==> config.mk <==
export PLATFORM = sky130hd
export DESIGN_NAME = bodo_div
export DESIGN_NICKNAME = d
export VERILOG_FILES = /design/src/rtl/bicycle_odometry_integrator_assert.svh /design/src/rtl/bodo_pkg.sv /design/src/rtl/bodo_div.sv
export SDC_FILE = /design/constraint.sdc
export NUM_CORES = 1
export LEC_CHECK = 0
export ABC_CLOCK_PERIOD_IN_PS = 6600
export BUFFER_PORTS_ARGS = -buffer_cell sky130_fd_sc_hd__clkbuf_2
export CORE_MARGIN = 5
export CORE_UTILIZATION = 40
export DETAILED_ROUTE_END_ITERATION = 10
export SLEW_MARGIN = 20
export SYNTH_ARGS = -nofsm -noshare
export SYNTH_HDL_FRONTEND = slang
export SYNTH_SLANG_ARGS = --single-unit
==> constraint.sdc <==
create_clock -name clk -period 6.6 [get_ports clk]
set_input_delay 0.33 -clock clk [delete_from_list [all_inputs] [get_ports clk]]
set_output_delay 0.33 -clock clk [all_outputs]
set_load 0.03 [all_outputs]
==> src/rtl/bicycle_odometry_integrator_assert.svh <==
// Assertion macros for the odometry integrator.
// Needs no other file; included by the modules that check themselves.
`ifndef BICYCLE_ODOMETRY_INTEGRATOR_ASSERT_SVH
`define BICYCLE_ODOMETRY_INTEGRATOR_ASSERT_SVH

// same-cycle implication
`define BODO_ASSERT_SAME(label, ck, rn, ante, cons) \
label: assert property (@(posedge ck) disable iff (!rn) (ante) |-> (cons)) \
    else $error("bodo: same-cycle check failed");

// next-cycle implication
`define BODO_ASSERT_NEXT(label, ck, rn, ante, cons) \
label: assert property (@(posedge ck) disable iff (!rn) (ante) |=> (cons)) \
    else $error("bodo: next-cycle check failed");

`endif

==> src/rtl/bodo_pkg.sv <==
// Shared types, constants and tables of the odometry integrator.
// No dependencies; used by every RTL module of the block.
`default_nettype none
package bodo_pkg;

    localparam int CORDIC_STEPS_DEF  = 16;
    localparam int POS_FRAC_BITS_DEF = 16;
    localparam int TABLE_LEN         = 24;

    localparam int DIVIDEND_W = 64;
    localparam int DIVISOR_W  = 40;

    localparam int IN_DATA_W  = 104;
    localparam int IN_USER_W  = 2;
    localparam int OUT_DATA_W = 176;
    localparam int CFG_IDX_W  = 2;
    localparam int CFG_DATA_W = 27;

    localparam logic [CFG_IDX_W-1:0] REG_WHEELBASE = 2'd0;
    localparam logic [CFG_IDX_W-1:0] REG_CPM       = 2'd1;
    localparam logic [CFG_IDX_W-1:0] REG_MAX_GAP   = 2'd2;

    localparam logic [13:0] WHEELBASE_RST = 14'd700;
    localparam logic [19:0] CPM_RST       = 20'd33000;
    localparam logic [26:0] MAX_GAP_RST   = 27'd10000000;

    localparam logic [30:0] GAIN_Q30    = 31'd652032874;
    localparam logic [31:0] INV2PI_Q32  = 32'd683565276;
    localparam logic [63:0] DH_LIMIT    = 64'h4000_0000_0000_0000;
    localparam logic [30:0] DIST_LIMIT  = 31'h7FFF_FFFF;
    localparam logic [10:0] STEER_LIMIT = 11'd850;
    localparam logic [11:0] TENTHS_TURN = 12'd3600;
    localparam logic [10:0] TENTHS_HALF = 11'd1800;
    localparam logic [19:0] US_PER_S    = 20'd1000000;
    localparam logic [19:0] YAW_MUL     = 20'd15625;
    localparam logic [9:0]  MM_PER_M    = 10'd1000;

    typedef struct packed {
        logic busy;
        logic done;
    } unit_stat_t;

    function automatic logic [31:0] atan_turn(input logic [4:0] idx);
        logic [31:0] v;
        case (idx)
            5'd0:    v = 32'h20000000;
            5'd1:    v = 32'h12E4051E;
            5'd2:    v = 32'h09FB385B;
            5'd3:    v = 32'h051111D4;
            5'd4:    v = 32'h028B0D43;
            5'd5:    v = 32'h0145D7E1;
            5'd6:    v = 32'h00A2F61E;
            5'd7:    v = 32'h00517C55;
            5'd8:    v = 32'h0028BE53;
            5'd9:    v = 32'h00145F2F;
            5'd10:   v = 32'h000A2F98;
            5'd11:   v = 32'h000517CC;
            5'd12:   v = 32'h00028BE6;
            5'd13:   v = 32'h000145F3;
            5'd14:   v = 32'h0000A2FA;
            5'd15:   v = 32'h0000517D;
            5'd16:   v = 32'h000028BE;
            5'd17:   v = 32'h0000145F;
            5'd18:   v = 32'h00000A30;
            5'd19:   v = 32'h00000518;
            5'd20:   v = 32'h0000028C;
            5'd21:   v = 32'h00000146;
            5'd22:   v = 32'h000000A3;
            5'd23:   v = 32'h00000051;
            default: v = 32'h00000000;
        endcase
        return v;
    endfunction

endpackage
`default_nettype wire

==> src/rtl/bodo_div.sv <==
// Radix-2 restoring divider, one quotient bit per cycle.
// Depends on bodo_pkg for widths and the unit status type.
`default_nettype none
module bodo_div
(
    input  wire logic                               clk,
    input  wire logic                               rst_n,
    input  wire logic                               start,
    input  wire logic [bodo_pkg::DIVIDEND_W-1:0]    dividend,
    input  wire logic [bodo_pkg::DIVISOR_W-1:0]     divisor,
    output bodo_pkg::unit_stat_t                    stat,
    output logic      [bodo_pkg::DIVIDEND_W-1:0]    quot,
    output logic      [bodo_pkg::DIVISOR_W-1:0]     rem
);
    localparam int DW = bodo_pkg::DIVIDEND_W;
    localparam int VW = bodo_pkg::DIVISOR_W;
    localparam int CW = $clog2(DW + 1);

    logic [CW-1:0] cnt_reg;
    logic          done_reg;
    logic [DW-1:0] quot_reg;
    logic [VW-1:0] rem_reg;
    logic [VW-1:0] dvs_reg;

    logic [VW:0]   sh;
    logic [VW:0]   diff;
    logic          fits;
    logic [VW-1:0] rem_step;

    always_comb
    begin
        sh       = {rem_reg, quot_reg[DW-1]};
        diff     = sh - {1'b0, dvs_reg};
        fits     = sh >= {1'b0, dvs_reg};
        rem_step = fits ? diff[VW-1:0] : sh[VW-1:0];
    end

    always_ff @(posedge clk or negedge rst_n)
    begin
        if (!rst_n)
        begin
            cnt_reg  <= '0;
            done_reg <= 1'b0;
        end
        else
        begin
            done_reg <= 1'b0;
            if (start)
            begin
                cnt_reg <= CW'(DW);
            end
            else if (cnt_reg != '0)
            begin
                cnt_reg <= cnt_reg - CW'(1);
                if (cnt_reg == CW'(1))
                begin
                    done_reg <= 1'b1;
                end
            end
        end
    end

    always_ff @(posedge clk)
    begin
        if (start)
        begin
            quot_reg <= dividend;
            rem_reg  <= '0;
            dvs_reg  <= divisor;
        end
        else if (cnt_reg != '0)
        begin
            quot_reg <= {quot_reg[DW-2:0], fits};
            rem_reg  <= rem_step;
        end
    end

    assign stat.busy = cnt_reg != '0;
    assign stat.done = done_reg;
    assign quot      = quot_reg;
    assign rem       = rem_reg;

endmodule
`default_nettype wire

=== Word-level counts from Yosys, hierarchy flattened ===
Index checks and enable logic that the tools add are counted.

* Add/subtract/negate cells: 2
* $mul: 0
* Div/mod/pow operators: 0
* $lt $le $gt $ge: 1
* Eq/ne operators: 1
* Shift operators: 0
* Mux-type cells: 8
* Bitwise logic cells: 0
* Reduce and logical (&&, ||, !) cells: 2

{| class="wikitable"
|+ Operator list
! cell !! count
|-
| 64-bit two-way mux || 2
|-
| 41-bit by 40-bit >= comparator with 1-bit output || 1
|-
| 40-bit two-way mux || 1
|-
| 40-bit subtractor || 1
|-
| 7-bit two-way mux || 2
|-
| 7-bit by 1-bit == test with 1-bit output, second input constant || 1
|-
| 7-bit nonzero test || 1
|-
| 7-bit by 1-bit subtractor with 7-bit output, second input constant || 1
|-
| 1-bit two-way mux || 3
|-
| 2-bit nonzero test || 1
|}

* Flip-flop bits (word level): 152
* Bits in latches: 0
* RAM bits: 0
* Bits in read-only memories: 0
* Input port bits: 107
* Output and inout port bits: 106
* Logic and storage cells: 19
* Memories kept: 0

=== Longest topological paths before layout ===
* Depth after elaboration: 4
* Mapped depth: 14
* Depth with buffers taken out: 12

=== Worst setup path after synthesis ===
OpenSTA, ideal clock, no wires.

* Path type: register -> register
* Start: reg cnt_reg[0]
* End: reg quot_reg[0] (netlist: quot[0]), enable pin
* Setup time: 695 ps
* Arrival: 2585 ps
* Required time: 5905 ps
* Setup slack: 3320 ps
* Cell stages (with the launch flop): 7
* Path buffers: 2
* Clock period less this slack: 3280 ps
* Cells stage by stage: dfrtp_1 -> inv_1 -> ha_1 -> and3_1 -> clkbuf_1 -> buf_1 -> nand2b_1

* Cells in the longest elaborated chain, start to end: 2

{| class="wikitable"
|+ RTL lines
! what !! RTL line !! RTL
|-
| start, declared || bodo_div.sv:19 || <nowiki>logic [CW-1:0] cnt_reg;</nowiki>
|-
| start signal, assigned || bodo_div.sv:50 || <nowiki>cnt_reg <= CW'(DW);</nowiki>
|-
| start signal, assigned || bodo_div.sv:54 || <nowiki>cnt_reg <= cnt_reg - CW'(1);</nowiki>
|-
| 7-bit nonzero test || bodo_div.sv:71 || <nowiki>else if (cnt_reg != '0)</nowiki>
|-
| 2-bit nonzero test (no source line) || - ||
|-
| end signal, assigned || bodo_div.sv:67 || <nowiki>quot_reg <= dividend;</nowiki>
|-
| end signal, assigned || bodo_div.sv:73 || <nowiki>quot_reg <= {quot_reg[DW-2:0], fits};</nowiki>
|-
| end, declared || bodo_div.sv:21 || <nowiki>logic [DW-1:0] quot_reg;</nowiki>
|}

Every way passes these cells.
A chain may end at the register's enable or synchronous reset.

=== Worst setup path in the final report ===
* Start: reg rem_reg[11] (netlist: rem[11])
* End: reg rem_reg[19] (netlist: rem[19])

* Cells in the longest elaborated chain, start to end: 2
* Elaborated cells on any way between the ends: 3
* Those cells by class: 1 x add/sub; 1 x order compare; 1 x mux

{| class="wikitable"
|+ RTL lines
! what !! RTL line !! RTL
|-
| start, declared || bodo_div.sv:22 || <nowiki>logic [VW-1:0] rem_reg;</nowiki>
|-
| start signal, assigned || bodo_div.sv:74 || <nowiki>rem_reg <= rem_step;</nowiki>
|-
| 40-bit subtractor / 41-bit by 40-bit >= comparator with 1-bit output (equally long branches) || bodo_div.sv:33, bodo_div.sv:34 ||
|-
| 40-bit two-way mux (*) || bodo_div.sv:35 || <nowiki>rem_step = fits ? diff[VW-1:0] : sh[VW-1:0];</nowiki>
|}

Every way passes the cells marked *; elsewhere a longest branch is shown, timed or not.

==> key figures <==
Global routing
  – Grt ovf: 0
  – Antenna violations before repair: 0
  – GRT Overall Usage: 0.1915
  – Largest net degree at the start of global routing: 65
  – First-pass GRT wire length: approximately 37000 um
  – Vias in the first global route: about 7000

Pwr
  – Worst-case vdd ir drop: about 0.17 mV
  – P per Cell Area: 431.1 nW/um2
  – Leakage: 0.004611 uW
  – Total power: 4455 uW

Layout
  – Layout Nets: about 1200
  – Final Core Density: 0.4946
  – Synth-to-layout area growth: 22.47%
  – Number of flip-flops in the largest register: 64
  – Layout cells sized above 1: 0.3153
  – Post-route cell area: roughly 10000 um2
  – Antenna cells: 0

Yosys
  – Post-synth ARST share: 0.05263
  – Post-synth net total: ~960
  – Distinct cells, synth: between 50 and 60
  – Ys flop type: edfxtp_1
  – Yosys warning count: 0
  – Mapped Area: 8437 um2
  – Post-synthesis cell count: 807
  – Largest cells by area after synthesis: edfxtp_1, dfxtp_1, mux2_2
  – EDFF count, synth: 104
  – Cell taking the most area after synthesis: edfxtp_1
  – Seq cells post-synth: between 150 and 200
  – Syn avg cell area: roughly 10 um2
  – Share of the synthesized area in the top cell type: 0.3702
  – Seq/Total Area, Yosys: 0.4888

Timing
  – # setup viols final: 0
  – Fmax: between 200 and 300 MHz
  – Setup Skew: approximately 0.012 ns
  – RSZ-0062 raised after global routing: no
  – Crit share post-route: 0.5484
  – Hold slack: roughly 0.066 ns
  – Setup TNS: 0 ns
  – Final hold viol count: 0
  – Max-Slew Margin vs Limit: 0.3636
  – Pins Over Slew Limit: 0
  – Post-layout min period: roughly 3.6 ns
  – Slew @ Worst Pin: between 0.9 and 1 ns

Route
  – DRT Wirelength: 22860 um
  – Wire per inst: about 18 um
  – DR iter-0 viols: 300
  – TritonRoute pass-1 iters: 5
  – Vias per cell: 5.229
  – Antenna viol nets, final: 0
  – Vias: slightly below 7000
  – DRC viols: 0

Die
  – Core Region: around 21000 um2
  – Die X: ~160 um
  – Die area: 24100 um2
  – Cell Rows: 53
  – Die Y: 155.2 um
  – Top Ports: approximately 210
  – Initial Util: 0.4039

Placement
  – Placed Area: 9714 um2
  – Hpwl dp: 16880 um
  – Gp weighted congestion: around 0.87
  – # port buffers: ~210

Clock tree
  – Clk sinks: about 150
  – Inserted Clock Buffers: 17
  – CTS tree: yes
  – Worst-path clk slew: about 0.07 ns
  – Worst skew pair latency: roughly 0.43 ns
  – Root Buffer: clkbuf_16
  – H-tree levels: 4
  – CTS Buffer Depth: 2
  – CTS resizes: 0

Worst hold path
  – Worst hold path class: input pin to flop

Critical path
  – Crit start category: flop
  – Worst EP arrival: 3.95 ns
  – CP endpoint kind: flop
  – CP required: ~6.9 ns
  – Crit Path Max Fanout: 22
  – Setup CP Type: flop to flop

Outcome
  – Status: finished clean

Flow run
  – Max cap viols: 0
==> routing by layer <==
layer | track usage | wire length [um] | vias up
met5 | 0 | 0 | -
met3 | 0.07149 | 2081 | 23
met2 | 0.3121 | 10850 | 214
met1 | 0.2403 | 9607 | 3164
met4 | 0.05294 | 318 | 0
li1 | - | - | 3344
==> what timing repair did <==
item	in CTS	in global routing
endpoints found under the hold margin	8	0
buffers inserted	0	0
hold buffers	1	0
==> synthesized netlist by cell type (10+ instances only) <==
cell type / n
inv_1: 50
dfxtp_1: 40
a21oi_1: 66
ha_1: 42
edfxtp_1: 104
nand2_1: 83
xnor2_1: 21
o21ai_0: 20
o211ai_1: 11
a311oi_1: 15
mux2_2: 64
clkbuf_1: 27
a21o_1: 16
a211oi_1: 16
nor2_1: 60
nand2b_1: 10
xor2_1: 19
==> critical path: stages (launching register included) <==
cell and delay, ns:
dfxtp_1 0.34, ha_1 0.41, nand2_1 0.14, or3_1 0.36, a211o_1 0.32, nand2_1 0.13, a31oi_1 0.21, o31ai_4 0.86
buf_4 0.37, nand2_1 0.10, a311oi_1 0.27
==> through the flow <==
stage / worst slack (ns) / cells
6_report: 2.980 / 1290
3_3_place_gp: 3.091 / 1257
2_1_floorplan: 3.320 / 807
4_1_cts: 2.915 / 1290
5_1_grt: 2.637 / 1290
3_5_place_dp: 2.977 / 1257
==> logic make-up (layout without fill, tap and decap cells) <==
family	after synthesis	count (layout)	share of synthesized area
flip-flops	152	152	0.4888
adder cells (fa/ha/maj)	43	43	0.06466
XOR/XNOR	40	40	0.04153
buffers and inverters	93	301	0.04494
multiplexers	65	65	0.08661
AO/OA/AOI/OAI	194	194	0.1507
AND/OR/NAND/NOR	220	220	0.1228
==> path summary, 6_finish.rpt <==
path                              from          end  slack [ns]  cells past startpoint
min reg2reg                     rem[1]       rem[1]        0.50                      2
max in group asynchronous        rst_n   cnt_reg[5]        6.13                      2
max reg2reg                    rem[11]      rem[19]        2.98                     10
min                        divisor[36]  dvs_reg[36]        0.07                      1
max                            rem[11]      rem[19]        2.98                     10
min in group asynchronous        rst_n   cnt_reg[3]        0.29                      2
==> layout by cell type, fill, tap and decap left out, types with 8 or more instances in the layout <==
cell type  instances
ha_1              42
a311oi_1          15
nand4_1            9
mux2_2            64
nand3_1            9
a31oi_1            9
inv_1             50
a211oi_1          16
edfxtp_1         104
nand2b_1           9
dfxtp_1           40
o211ai_1          11
nand2_1           83
dfrtp_1            8
o21ai_0           20
xnor2_1           21
a21o_1            16
xor2_1            19
nor3_1             9
nor2_1            60
clkbuf_2         211
a21oi_1           66
clkbuf_16         17
==> final cells by class <==
type | instances | area [um2]
Fill cell | 1973 | 10560
Sequential cell | 152 | 4124
Multi-Input combinational cell | 562 | 3946
Timing Repair Buffer | 219 | 1122
Clock buffer | 18 | 429.2
Tap cell | 275 | 344.1
Inverter | 50 | 187.7
Clock inverter | 14 | 178.9
==> power by group <==
part / internal (uW) / switching [uW] / leakage [uW] / total, uW
sequential: 1260 / 175 / 0.00150 / 1430
combinational: 713 / 1290 / 0.00281 / 2000
clock: 578 / 446 / 0.000298 / 1020
Note: power is estimated with default switching activity, not from simulation.
