--- config.mk ---
export PLATFORM = sky130hd
export DESIGN_NAME = bodo_cordic
export DESIGN_NICKNAME = d
export VERILOG_FILES = /design/src/rtl/bicycle_odometry_integrator_assert.svh /design/src/rtl/bodo_pkg.sv /design/src/rtl/bodo_cordic.sv
export SDC_FILE = /design/constraint.sdc
export NUM_CORES = 1
export LEC_CHECK = 0
export BUFFER_PORTS_ARGS = -buffer_cell sky130_fd_sc_hd__buf_2
export CELL_PAD_IN_SITES_DETAIL_PLACEMENT = 1
export CELL_PAD_IN_SITES_GLOBAL_PLACEMENT = 1
export CORE_UTILIZATION = 48
export CTS_CLUSTER_SIZE = 10
export DETAILED_ROUTE_END_ITERATION = 12
export PLACE_DENSITY = 0.88
export REMOVE_ABC_BUFFERS = 1
export SLEW_MARGIN = 20
export SYNTH_ARGS = -nofsm -noshare
export SYNTH_HDL_FRONTEND = slang
export SYNTH_SLANG_ARGS = --single-unit
export TNS_END_PERCENT = 10
--- constraint.sdc ---
create_clock -name clk -period 16.7 [get_ports clk]
set_clock_uncertainty 0.15 [all_clocks]
set_input_delay 0.835 -clock clk [delete_from_list [all_inputs] [get_ports clk]]
set_output_delay 0.835 -clock clk [all_outputs]
set_load 0.1 [all_outputs]
--- src/rtl/bicycle_odometry_integrator_assert.svh ---
// Assertion macros for the odometry integrator.
// Needs no other file; included by the modules that check themselves.
`ifndef BICYCLE_ODOMETRY_INTEGRATOR_ASSERT_SVH
`define BICYCLE_ODOMETRY_INTEGRATOR_ASSERT_SVH

// same-cycle implication
`define BODO_ASSERT_SAME(label, ck, rn, ante, cons) \
label: assert property (@(posedge ck) disable iff (!rn) (ante) |-> (cons)) \
    else $error("bodo: same-cycle check failed");

// next-cycle implication
`define BODO_ASSERT_NEXT(label, ck, rn, ante, cons) \
label: assert property (@(posedge ck) disable iff (!rn) (ante) |=> (cons)) \
    else $error("bodo: next-cycle check failed");

`endif

--- src/rtl/bodo_pkg.sv ---
// Shared types, constants and tables of the odometry integrator.
// No dependencies; used by every RTL module of the block.
`default_nettype none
package bodo_pkg;

    localparam int CORDIC_STEPS_DEF  = 16;
    localparam int POS_FRAC_BITS_DEF = 16;
    localparam int TABLE_LEN         = 24;

    localparam int DIVIDEND_W = 64;
    localparam int DIVISOR_W  = 40;

    localparam int IN_DATA_W  = 104;
    localparam int IN_USER_W  = 2;
    localparam int OUT_DATA_W = 176;
    localparam int CFG_IDX_W  = 2;
    localparam int CFG_DATA_W = 27;

    localparam logic [CFG_IDX_W-1:0] REG_WHEELBASE = 2'd0;
    localparam logic [CFG_IDX_W-1:0] REG_CPM       = 2'd1;
    localparam logic [CFG_IDX_W-1:0] REG_MAX_GAP   = 2'd2;

    localparam logic [13:0] WHEELBASE_RST = 14'd700;
    localparam logic [19:0] CPM_RST       = 20'd33000;
    localparam logic [26:0] MAX_GAP_RST   = 27'd10000000;

    localparam logic [30:0] GAIN_Q30    = 31'd652032874;
    localparam logic [31:0] INV2PI_Q32  = 32'd683565276;
    localparam logic [63:0] DH_LIMIT    = 64'h4000_0000_0000_0000;
    localparam logic [30:0] DIST_LIMIT  = 31'h7FFF_FFFF;
    localparam logic [10:0] STEER_LIMIT = 11'd850;
    localparam logic [11:0] TENTHS_TURN = 12'd3600;
    localparam logic [10:0] TENTHS_HALF = 11'd1800;
    localparam logic [19:0] US_PER_S    = 20'd1000000;
    localparam logic [19:0] YAW_MUL     = 20'd15625;
    localparam logic [9:0]  MM_PER_M    = 10'd1000;

    typedef struct packed {
        logic busy;
        logic done;
    } unit_stat_t;

    function automatic logic [31:0] atan_turn(input logic [4:0] idx);
        logic [31:0] v;
        case (idx)
            5'd0:    v = 32'h20000000;
            5'd1:    v = 32'h12E4051E;
            5'd2:    v = 32'h09FB385B;
            5'd3:    v = 32'h051111D4;
            5'd4:    v = 32'h028B0D43;
            5'd5:    v = 32'h0145D7E1;
            5'd6:    v = 32'h00A2F61E;
            5'd7:    v = 32'h00517C55;
            5'd8:    v = 32'h0028BE53;
            5'd9:    v = 32'h00145F2F;
            5'd10:   v = 32'h000A2F98;
            5'd11:   v = 32'h000517CC;
            5'd12:   v = 32'h00028BE6;
            5'd13:   v = 32'h000145F3;
            5'd14:   v = 32'h0000A2FA;
            5'd15:   v = 32'h0000517D;
            5'd16:   v = 32'h000028BE;
            5'd17:   v = 32'h0000145F;
            5'd18:   v = 32'h00000A30;
            5'd19:   v = 32'h00000518;
            5'd20:   v = 32'h0000028C;
            5'd21:   v = 32'h00000146;
            5'd22:   v = 32'h000000A3;
            5'd23:   v = 32'h00000051;
            default: v = 32'h00000000;
        endcase
        return v;
    endfunction

endpackage
`default_nettype wire

--- src/rtl/bodo_cordic.sv ---
// Iterative rotation-mode CORDIC over 2^-32-turn phases, one step per cycle.
// Depends on bodo_pkg for the arctangent table and the unit status type.
`default_nettype none
module bodo_cordic
#(
    parameter int STEPS = bodo_pkg::CORDIC_STEPS_DEF
)
(
    input  wire logic               clk,
    input  wire logic               rst_n,
    input  wire logic               start,
    input  wire logic        [31:0] phase,
    input  wire logic signed [63:0] x0,
    output bodo_pkg::unit_stat_t    stat,
    output logic signed      [63:0] cs,
    output logic signed      [63:0] sn
);
    localparam int NSTEP = (STEPS < bodo_pkg::TABLE_LEN) ? STEPS : bodo_pkg::TABLE_LEN;
    localparam int IDX_W = $clog2(NSTEP);
    localparam logic signed [33:0] QUARTER = 34'sh0_4000_0000;
    localparam logic signed [33:0] HALF    = 34'sh0_8000_0000;

    logic             run_reg;
    logic             done_reg;
    logic [IDX_W-1:0] idx_reg;
    logic signed [63:0] x_reg;
    logic signed [63:0] y_reg;
    logic signed [33:0] z_reg;
    logic             neg_reg;
    logic signed [63:0] cs_reg;
    logic signed [63:0] sn_reg;

    logic signed [33:0] z_in;
    logic signed [33:0] z_start;
    logic               neg_start;
    logic signed [63:0] ddx;
    logic signed [63:0] ddy;
    logic signed [33:0] at;
    logic signed [63:0] x_new;
    logic signed [63:0] y_new;
    logic signed [33:0] z_new;
    logic               last;

    always_comb
    begin
        z_in      = {{2{phase[31]}}, phase};
        z_start   = z_in;
        neg_start = 1'b0;
        if (z_in > QUARTER)
        begin
            z_start   = z_in - HALF;
            neg_start = 1'b1;
        end
        else if (z_in < -QUARTER)
        begin
            z_start   = z_in + HALF;
            neg_start = 1'b1;
        end
        ddx = y_reg >>> idx_reg;
        ddy = x_reg >>> idx_reg;
        at  = {2'b00, bodo_pkg::atan_turn(5'(idx_reg))};
        if (z_reg >= 0)
        begin
            x_new = x_reg - ddx;
            y_new = y_reg + ddy;
            z_new = z_reg - at;
        end
        else
        begin
            x_new = x_reg + ddx;
            y_new = y_reg - ddy;
            z_new = z_reg + at;
        end
        last = idx_reg == IDX_W'(NSTEP - 1);
    end

    always_ff @(posedge clk or negedge rst_n)
    begin
        if (!rst_n)
        begin
            run_reg  <= 1'b0;
            done_reg <= 1'b0;
            idx_reg  <= '0;
        end
        else
        begin
            done_reg <= 1'b0;
            if (start)
            begin
                run_reg <= 1'b1;
                idx_reg <= '0;
            end
            else if (run_reg)
            begin
                idx_reg <= idx_reg + IDX_W'(1);
                if (last)
                begin
                    run_reg  <= 1'b0;
                    done_reg <= 1'b1;
                end
            end
        end
    end

    always_ff @(posedge clk)
    begin
        if (start)
        begin
            x_reg   <= x0;
            y_reg   <= '0;
            z_reg   <= z_start;
            neg_reg <= neg_start;
        end
        else if (run_reg)
        begin
            x_reg <= x_new;
            y_reg <= y_new;
            z_reg <= z_new;
            if (last)
            begin
                cs_reg <= neg_reg ? -x_new : x_new;
                sn_reg <= neg_reg ? -y_new : y_new;
            end
        end
    end

    assign stat.busy = run_reg;
    assign stat.done = done_reg;
    assign cs        = cs_reg;
    assign sn        = sn_reg;

endmodule
`default_nettype wire

# Word-level counts from Yosys, hierarchy flattened
# Memory sizes are Yosys's and may differ from the RTL's.
# Index checks and enable logic that the tools add are counted.
dict set report classes {
  addsub 11
  n_lt_le_gt_ge 3
  n_eq_ne 1
  n_shift 2
  muxes 20
  bitwise 1
  n_reduce_logical 2
}
# operator n
set ops {}
lappend ops {{2-to-1 mux 64 bit} 6}
lappend ops {{2-to-1 mux 34 bit} 5}
lappend ops {{adder 64 bit} 2}
lappend ops {{negation 64 bit} 2}
lappend ops {{>>> shifter 64 x 4 -> 64 bit} 2}
lappend ops {{subtractor 64 bit} 2}
lappend ops {{adder 32 x 33 -> 34 bit, second input constant} 1}
lappend ops {{adder 34 x 33 -> 34 bit} 1}
lappend ops {{>= comparator 34 x 1 -> 1 bit, second input constant} 1}
lappend ops {{subtractor 32 x 33 -> 34 bit, second input constant} 1}
lappend ops {{subtractor 34 x 33 -> 34 bit} 1}
lappend ops {{greater-than comparator 32 bit, second input constant} 1}
lappend ops {{less-than comparator 32 x 31 -> 1 bit, second input constant} 1}
lappend ops {{2-to-1 mux 4 bit} 2}
lappend ops {{2-to-1 mux 1 bit} 7}
lappend ops {{adder 4 x 1 -> 4 bit, second input constant} 1}
lappend ops {{== test 4 bit, second input constant} 1}
lappend ops {{AND reduction 3 bit} 1}
lappend ops {{nonzero test 2 bit} 1}
lappend ops {{inverter 1 bit} 1}
dict set report word_totals {
  ff_bits 297
  rom_bits 480
  inputBits 99
  output_inout_bits 130
  elab_cells 50
  n_memories 1
}
# memory words word_bits rd rd_ports_with_merged_regs wr line
set mem_list {}
lappend mem_list {{(name not given)} 16 30 1 0 0 bodo_pkg.sv:45} ;# case (idx)

# Depth between registers and ports, before layout
# Gate-level depths: netlist of the first run.
dict set report logic_depth {
  word_depth 5
  mapped_depth 37
  mapped_depth_nobuf 28
}

# Worst setup path before layout of the first run
# OpenSTA, ideal clock, no wires.
dict set report synth_timing {
  path_type {reg-to-reg}
  startpoint {register idx_reg[2]}
  endpoint {register cs_reg[0] (netlist: cs[0]), enable pin}
  setup_time_ns 0.772
  arrival_ns 12.265
  path_slack_ns 3.513
  stages_incl_launch_ff 14
  period_less_slack_ns 13.187
  cell_sequence {dfrtp_1 -> buf_2 -> buf_1 -> clkbuf_1 -> buf_1 -> clkbuf_1 -> clkbuf_1 -> buf_2 -> buf_1 -> clkbuf_1 -> clkbuf_1 -> clkbuf_1 -> nand3_1 -> nor3_1}
}
dict set report synth_between {
  elab_chain_cells 2
}
# item line
set synth_rtl {}
lappend synth_rtl {{start: declaration} bodo_cordic.sv:25} ;# logic [IDX_W-1:0] idx_reg;
lappend synth_rtl {{start signal: assignment} bodo_cordic.sv:95} ;# idx_reg <= idx_reg + IDX_W'(1);
lappend synth_rtl {{== test 4 bit} bodo_cordic.sv:74} ;# last = idx_reg == IDX_W'(NSTEP - 1);
lappend synth_rtl {{AND reduction 3 bit (no source line)} --}
lappend synth_rtl {{end signal: assignment} bodo_cordic.sv:121} ;# cs_reg <= neg_reg ? -x_new : x_new;
lappend synth_rtl {{end: declaration} bodo_cordic.sv:30} ;# logic signed [63:0] cs_reg;
# No other way between the ends.
# A chain may end at the register's enable or synchronous reset.

# Final worst setup path of the first run
dict set report layout_timing {
  startpoint {register idx_reg[0]}
  endpoint {register cs_reg[63] (netlist: cs[63]) (data pin)}
}
dict set report layout_between {
  elab_chain_cells 5
}
# item line
set layout_rtl {}
lappend layout_rtl {{>>> shifter 64 x 4 -> 64 bit (*)} bodo_cordic.sv:59} ;# ddx = y_reg >>> idx_reg;
lappend layout_rtl {{adder 64 bit / subtractor 64 bit (equally long branches)} {bodo_cordic.sv:70, bodo_cordic.sv:64}}
lappend layout_rtl {{2-to-1 mux 64 bit (*)} bodo_cordic.sv:62} ;# if (z_reg >= 0)
lappend layout_rtl {{negation 64 bit} bodo_cordic.sv:121}
lappend layout_rtl {{2-to-1 mux 64 bit (*)} bodo_cordic.sv:121}
# Every way passes the cells marked *; elsewhere a longest branch is shown, timed or not.

==> results of run 1 <==
layout make-up:
type                       count  area (µm²)  area share (%)
inverter                      83         314           0.873
clock inverter                13         151           0.421
timing repair buffer         257        1390            3.86
clock buffer                  63        1210            3.36
sequential                   297        8270            23.0
multi-input combinational   3195       23600            65.5
tap                          873        1090            3.04
metrics by stage:
| stage | utilization (%) | setup slack [ps] | cells | hold slack (ps) |
|---|---|---|---|---|
| 6_report | 53.2 | 6060 | 4781 | 381 |
| 5_1_grt | 53.2 | 5440 | 4781 | 393 |
| 4_1_cts | 53.1 | 6050 | 4780 | 363 |
| 3_5_place_dp | 51.1 | 6130 | 4703 | 410 |
| 3_3_place_gp | 51.1 | 6340 | 4703 | 401 |
| 2_1_floorplan | - | 1360 | 3575 | 336 |
metal layers:
| layer | wire [µm] | up-vias | global-route usage (%) |
|---|---|---|---|
| li1 | - | 14300 | - |
| met1 | 49700 | 16000 | 44.3 |
| met2 | 57600 | 1629 | 56.4 |
| met3 | 9320 | 374 | 4.78 |
| met4 | 5480 | 2 | 14.2 |
| met5 | 16 | - | 0 |
critical path, stage by stage (launching register included):
cell and delay, ps:
dfrtp_4 870, buf_4 880, mux4_1 730, mux4_2 510, or4_1 590, nand2b_4 180, nand3b_4 170, nand2b_4 160
nand2b_4 170, or2_4 260, or3_1 480, or3_1 460, o21ai_1 200, xor2_1 90, ha_1 520, and4_1 310
nand3_1 120, or3_1 480, or4_1 530, o32a_1 280, and4b_1 240, nor3_1 390, nand2_1 180, nor4bb_1 550
nand4_1 250, o41ai_1 420, xnor2_1 110
cells in the final DEF, fill, tap and decap left out, drive strengths merged, types with 50 or more instances in the layout:
cell	Yosys	layout
nand3	80	80
o21ai	349	349
nand4	50	50
inv	80	81
mux4	157	157
xor2	141	141
ha	171	171
nor3	57	57
or3	50	50
nor2	269	269
mux2i	124	124
clkbuf	149	64
buf	72	255
a21oi	245	245
a21o	80	80
xnor2	267	267
o31ai	64	64
mux2	63	63
edfxtp	227	227
nand2	498	498
dfxtp	64	64
repair_timing:
action	in CTS	in global routing
setup buffers	0	0
resized for setup	0	0
endpoints found under the hold margin	6	0
hold buffers	1	0
kinds of logic after synthesis:
group	synth area share, %
muxes	16.7
DFF	25.0
AOI/OAI and AO/OA	19.2
and+or+nand+nor	17.9
xor gates and xnor gates	10.8
buffers and inverters	3.72
adders and majority gates	6.66
worst max-delay path by stage:
stage               cells after the start      to  slack (ps)
floorplan                               3   cs[0]        1360
global placement                       25  cs[60]        6340
detailed placement                     25  cs[60]        6130
CTS                                    25  cs[60]        6050
global route                           27  cs[63]        5440
finish                                 26  cs[63]        6060
==> flow_summary_export.csv, run 1 <==
group,metric,value,unit
place,dpl-instance-area,0.0346,mm²
clocking,numClockSinks,297,
critical_path,cp_arrival,10810,ps
route,wire_per_inst,25.6,µm
clocking,cts-root-to-sink-buffers,3,
synthesis,synth_cell_count_leaders,"nand2_1, o21ai_0, nor2_1",
final_layout,drive_above_1_share,14.9,%
clocking,clock_tree_from_tritoncts,"done",
grt,grt_pass1_vias,32300,
place,placement.io_buffers,228,
critical_path,worstPathMaxFanout,58,
timing,post_route_minimum_period,10640,ps
floorplanning,start_util,48.8,%
critical_path,startpoint_type,"flip-flop",
route,vias,32300,
synthesis,synthTopCellsByArea,"edfxtp_1, mux4_2, xnor2_1",
timing,setup_total_negative_slack,0,ps
synthesis,ys.warnings.count,0,
synthesis,netlist.top_cell.by_area,"edfxtp_1",
final_layout,stdcell_area,0.0360,mm²
synthesis,asr_flop_ratio_synth,2.02,%
status,outcome,"complete, no violations",
critical_path,worst_r2r_startpoint,"idx_reg[0]",
final_layout,area_growth,9.01,%
grt,first_pass_grt_wire_length,189000,µm
clocking,cts_made_buffers,41,
critical_path,worst_r2r_path_depth,26,
synthesis,synth.ff_latch_count,297,
route,route.final.wire_length,122000,µm
clocking,cts_root_buffer,"clkbuf_16",
worst_hold_path,worstHoldPathType,"in2reg",
route,final_antenna_net_count,0,
critical_path,reg2reg_to,"cs[63]",
critical_path,worstSetupStartpoint,"idx_reg[0]",
timing,grt_setup_unrepaired,"no",
floorplanning,die_height,264,µm
place,dp_hpwl,92300,µm
final_layout,num_antenna_cells,0,
timing,finalMaxSlewViolations,0,
clocking,clkTransAtPathRegs,60,ps
worst_hold_path,hold_path_depth,3,
floorplanning,num_rows,95,
route,detailed_routing_iterations_pass_1,5,
route,detail_route.iter0.violations,3175,
synthesis,netlist_area,0.0330,mm²
synthesis,synth_top_area_share,20.6,%
synthesis,synth_area_per_cell,8.70,µm²
critical_path,worst-r2r-setup-slack,6060,ps
grt,grt_start_max_net_pins,101,
worst_hold_path,worst_hold_path.endpoint,"x_reg[5]",
place,place.gp.congestion,1.00,
critical_path,crit_type,"reg2reg",
final_layout,fill_cells,8027,
grt,overall_fraction_of_global_route_tracks_in_use,34.0,%
floorplanning,die_width,264,µm
timing,max_slew.worst_pin.slew,1160,ps
synthesis,synth.lib_cells_used.distinct,95,
route,avgViaCountPerCell,6.76,
floorplanning,core_region_area,0.0676,mm²
grt,antenna_found_initial,2,
worst_hold_path,beginning_of_the_worst_hold_path,"x0[5]",
synthesis,synthMostInstantiatedCell,"nand2_1",
critical_path,worst_ep_required_time,16870,ps
grt,grt_remaining_overflow,0,
clocking,htree_levels,2,
clocking,clock_latency,600,ps
timing,maxClockFrequency,94.0,MHz
synthesis,ys_dominant_reg_cell,"edfxtp_1",
floorplanning,die_area,0.0698,mm²
synthesis,ys_seq_area_share,25.0,%
flow_run,max_cap_viol,0,
timing,final_count_of_negative_setup_slack_endpoints,0,
timing,finalHoldViolCount,0,
final_layout,final_nets,4148,
synthesis,synthesized_instance_count,3796,
critical_path,timing.critical_path.to_type,"flip-flop",
timing,layout_worst_path_cycle_share,63.7,%
route,detail_route.drc_violations,0,
synthesis,synth_enable_flop_cells,227,
timing,max-slew-margin-rel,22.8,%
floorplanning,design.portCount,229,
Power of run 1 is not shown: default switching activity piles up to over one toggle a cycle in this logic, so the estimate is an artifact.
==> run 2: changes to the inputs <==
CORE_UTILIZATION = 44   (was 48)
PLACE_DENSITY = 0.85   (was 0.88)
clock period = 8.8 ns   (was 16.7 ns; I/O delays follow)
==> flow_summary_export.csv, run 2 (same netlist as run 1, synthesis figures left out) <==
group,metric,value,unit
critical_path,cp_arrival,8770,ps
route,detail_route.drc_violations,0,
critical_path,worst_r2r_startpoint,"idx_reg[0]",
route,vias,32700,
clocking,clock_latency,620,ps
route,routedLengthMet1,50600,µm
timing,post_route_minimum_period,8600,ps
critical_path,worstPathMaxFanout,9,
place,dp_cells,4900,
final_layout,area_growth,14.5,%
grt,grt_pass1_vias,33600,
timing,max-slew-margin-rel,27.4,%
route,dr_wl_met3,9100,µm
critical_path,worstSetupStartpoint,"idx_reg[0]",
clocking,clock_tree_from_tritoncts,"done",
route,detailed_routing_iterations_pass_1,5,
route,avgViaCountPerCell,6.49,
critical_path,crit_type,"reg2reg",
timing,final_count_of_negative_setup_slack_endpoints,0,
final_layout,final_nets,4310,
critical_path,worst-r2r-setup-slack,200,ps
critical_path,startpoint_type,"flip-flop",
grt,antenna_found_initial,2,
critical_path,worst_ep_required_time,8970,ps
clocking,cts_root_buffer,"clkbuf_16",
final_layout,commonest_non_fill_non_tap_cell_in_the_layout,"nand2_1",
floorplanning,start_util,44.4,%
floorplanning,die_height,276,µm
route,dr_wl_met2,60000,µm
place,placement.io_buffers,228,
route,detail_route.iter0.violations,2785,
route,top_layer,"met4",
place,place.gp.congestion,1.01,
final_layout,layout_common_cells,"nand2_1, o21ai_0, nor2_1, xnor2_1, a21oi_1",
timing,finalHoldViolCount,0,
grt,first_pass_grt_wire_length,194000,µm
timing,max_slew.worst_pin.slew,1090,ps
timing,layout_worst_path_cycle_share,97.7,%
final_layout,final_cells,5040,
flow_run,max_cap_viol,0,
clocking,clkTransAtPathRegs,60,ps
grt,grt_remaining_overflow,0,
timing,maxClockFrequency,116,MHz
floorplanning,num_rows,100,
clocking,numClockSinks,297,
floorplanning,design.portCount,229,
timing,finalMaxSlewViolations,0,
route,route.final.wire_length,126000,µm
timing,worst_hold_slack,8.45,ps
clocking,htree_levels,2,
worst_hold_path,worstHoldPathType,"in2reg",
critical_path,crit_path_end,"cs[58]",
final_layout,fill_cells,8786,
route,final_antenna_net_count,0,
status,outcome,"complete, no violations",
floorplanning,die_width,276,µm
critical_path,worst_r2r_path_depth,26,
final_layout,finish.utilization,50.8,%
floorplanning,die_area,0.0761,mm²
floorplanning,core_region_area,0.0743,mm²
grt,overall_fraction_of_global_route_tracks_in_use,32.3,%
route,wire_per_inst,25.1,µm
place,dp_hpwl,93700,µm
final_layout,drive_above_1_share,17.9,%
clocking,cts_made_buffers,41,
critical_path,timing.critical_path.to_type,"flip-flop",
timing,setup_total_negative_slack,0,ps
grt,grt_start_max_net_pins,164,
clocking,cts-root-to-sink-buffers,3,
critical_path,reg2reg_to,"cs[58]",
-- run 2: changes by cell type in the layout (fill, tap and decap cells not counted), moves of 4 or more --
| cell | previous run | this run |
|---|---|---|
| buf_4 | 27 | 132 |
| dlygate4sd3_1 | 1 | 45 |
| buf_12 | 0 | 6 |
| buf_6 | 0 | 4 |
| clkbuf_8 | 9 | 5 |
| ha_1 | 171 | 167 |
| o41ai_1 | 20 | 16 |
| o41ai_2 | 2 | 6 |
| or4_1 | 19 | 15 |
| or4_4 | 2 | 6 |
-- run 2: critical path: stages, from the launching register on --
cell	delay, ps
dfrtp_4	520
buf_4	160
mux4_1	610
mux4_2	530
or4_1	610
nand2b_4	190
nand3b_4	180
nand2b_4	160
nand2b_4	160
or2_4	260
or4_4	570
or3_4	390
nand2_1	100
xnor2_1	70
ha_1	390
nand2_1	190
or4_4	620
or4_1	470
o32ai_4	250
o21ai_0	220
a21oi_2	210
o211ai_1	200
buf_4	230
nor3_1	400
nand2_1	150
o21ai_1	190
xor2_1	100
-- run 2: repair_timing --
action | CTS | global route
cloned | 0 | 1
buffers inserted | 4 | 13
hold endpoints to repair | 50 | 0
hold buffers | 45 | 0
pin swaps | 1 | 9
resized for setup | 10 | 43
setup endpoints to repair | 22 | 35
-- run 2: worst min path at each step --
stage	startpoint	depth (start not counted)	to
2_1_floorplan	rst_n	0	done_reg
3_3_place_gp	rst_n	1	done_reg
3_5_place_dp	rst_n	1	done_reg
4_1_cts	phase[21]	3	z_reg[21]
5_1_grt	x0[57]	3	x_reg[57]
6_report	x0[59]	3	x_reg[59]
-- run 2: area by class of cell --
cell class                 instances  area (µm²)  area share [%]
timing repair buffer             419        2850            7.55
sequential                       297        8270            21.9
inverter                          83         314           0.831
antenna                            1        2.50         0.00662
tap                              969        1210            3.21
clock inverter                    14         226           0.599
multi-input combinational       3195       23800            62.8
clock buffer                      62        1170            3.09
-- run 2: routing by layer --
metal	vias up	track usage, %
met3	418	4.97
met2	1532	54.5
met5	-	0
li1	14700	-
met1	16100	40.4
met4	0	15.5
-- run 2: stage by stage --
step | area (µm²) | setup WS (ps)
detailed placement | 35500 | -418
global route | 37800 | -39.7
CTS | 37500 | 18.8
floorplan | 32100 | -6540
finish | 37800 | 199
global placement | 35500 | -263
Power of run 2 is left out for the same reason.
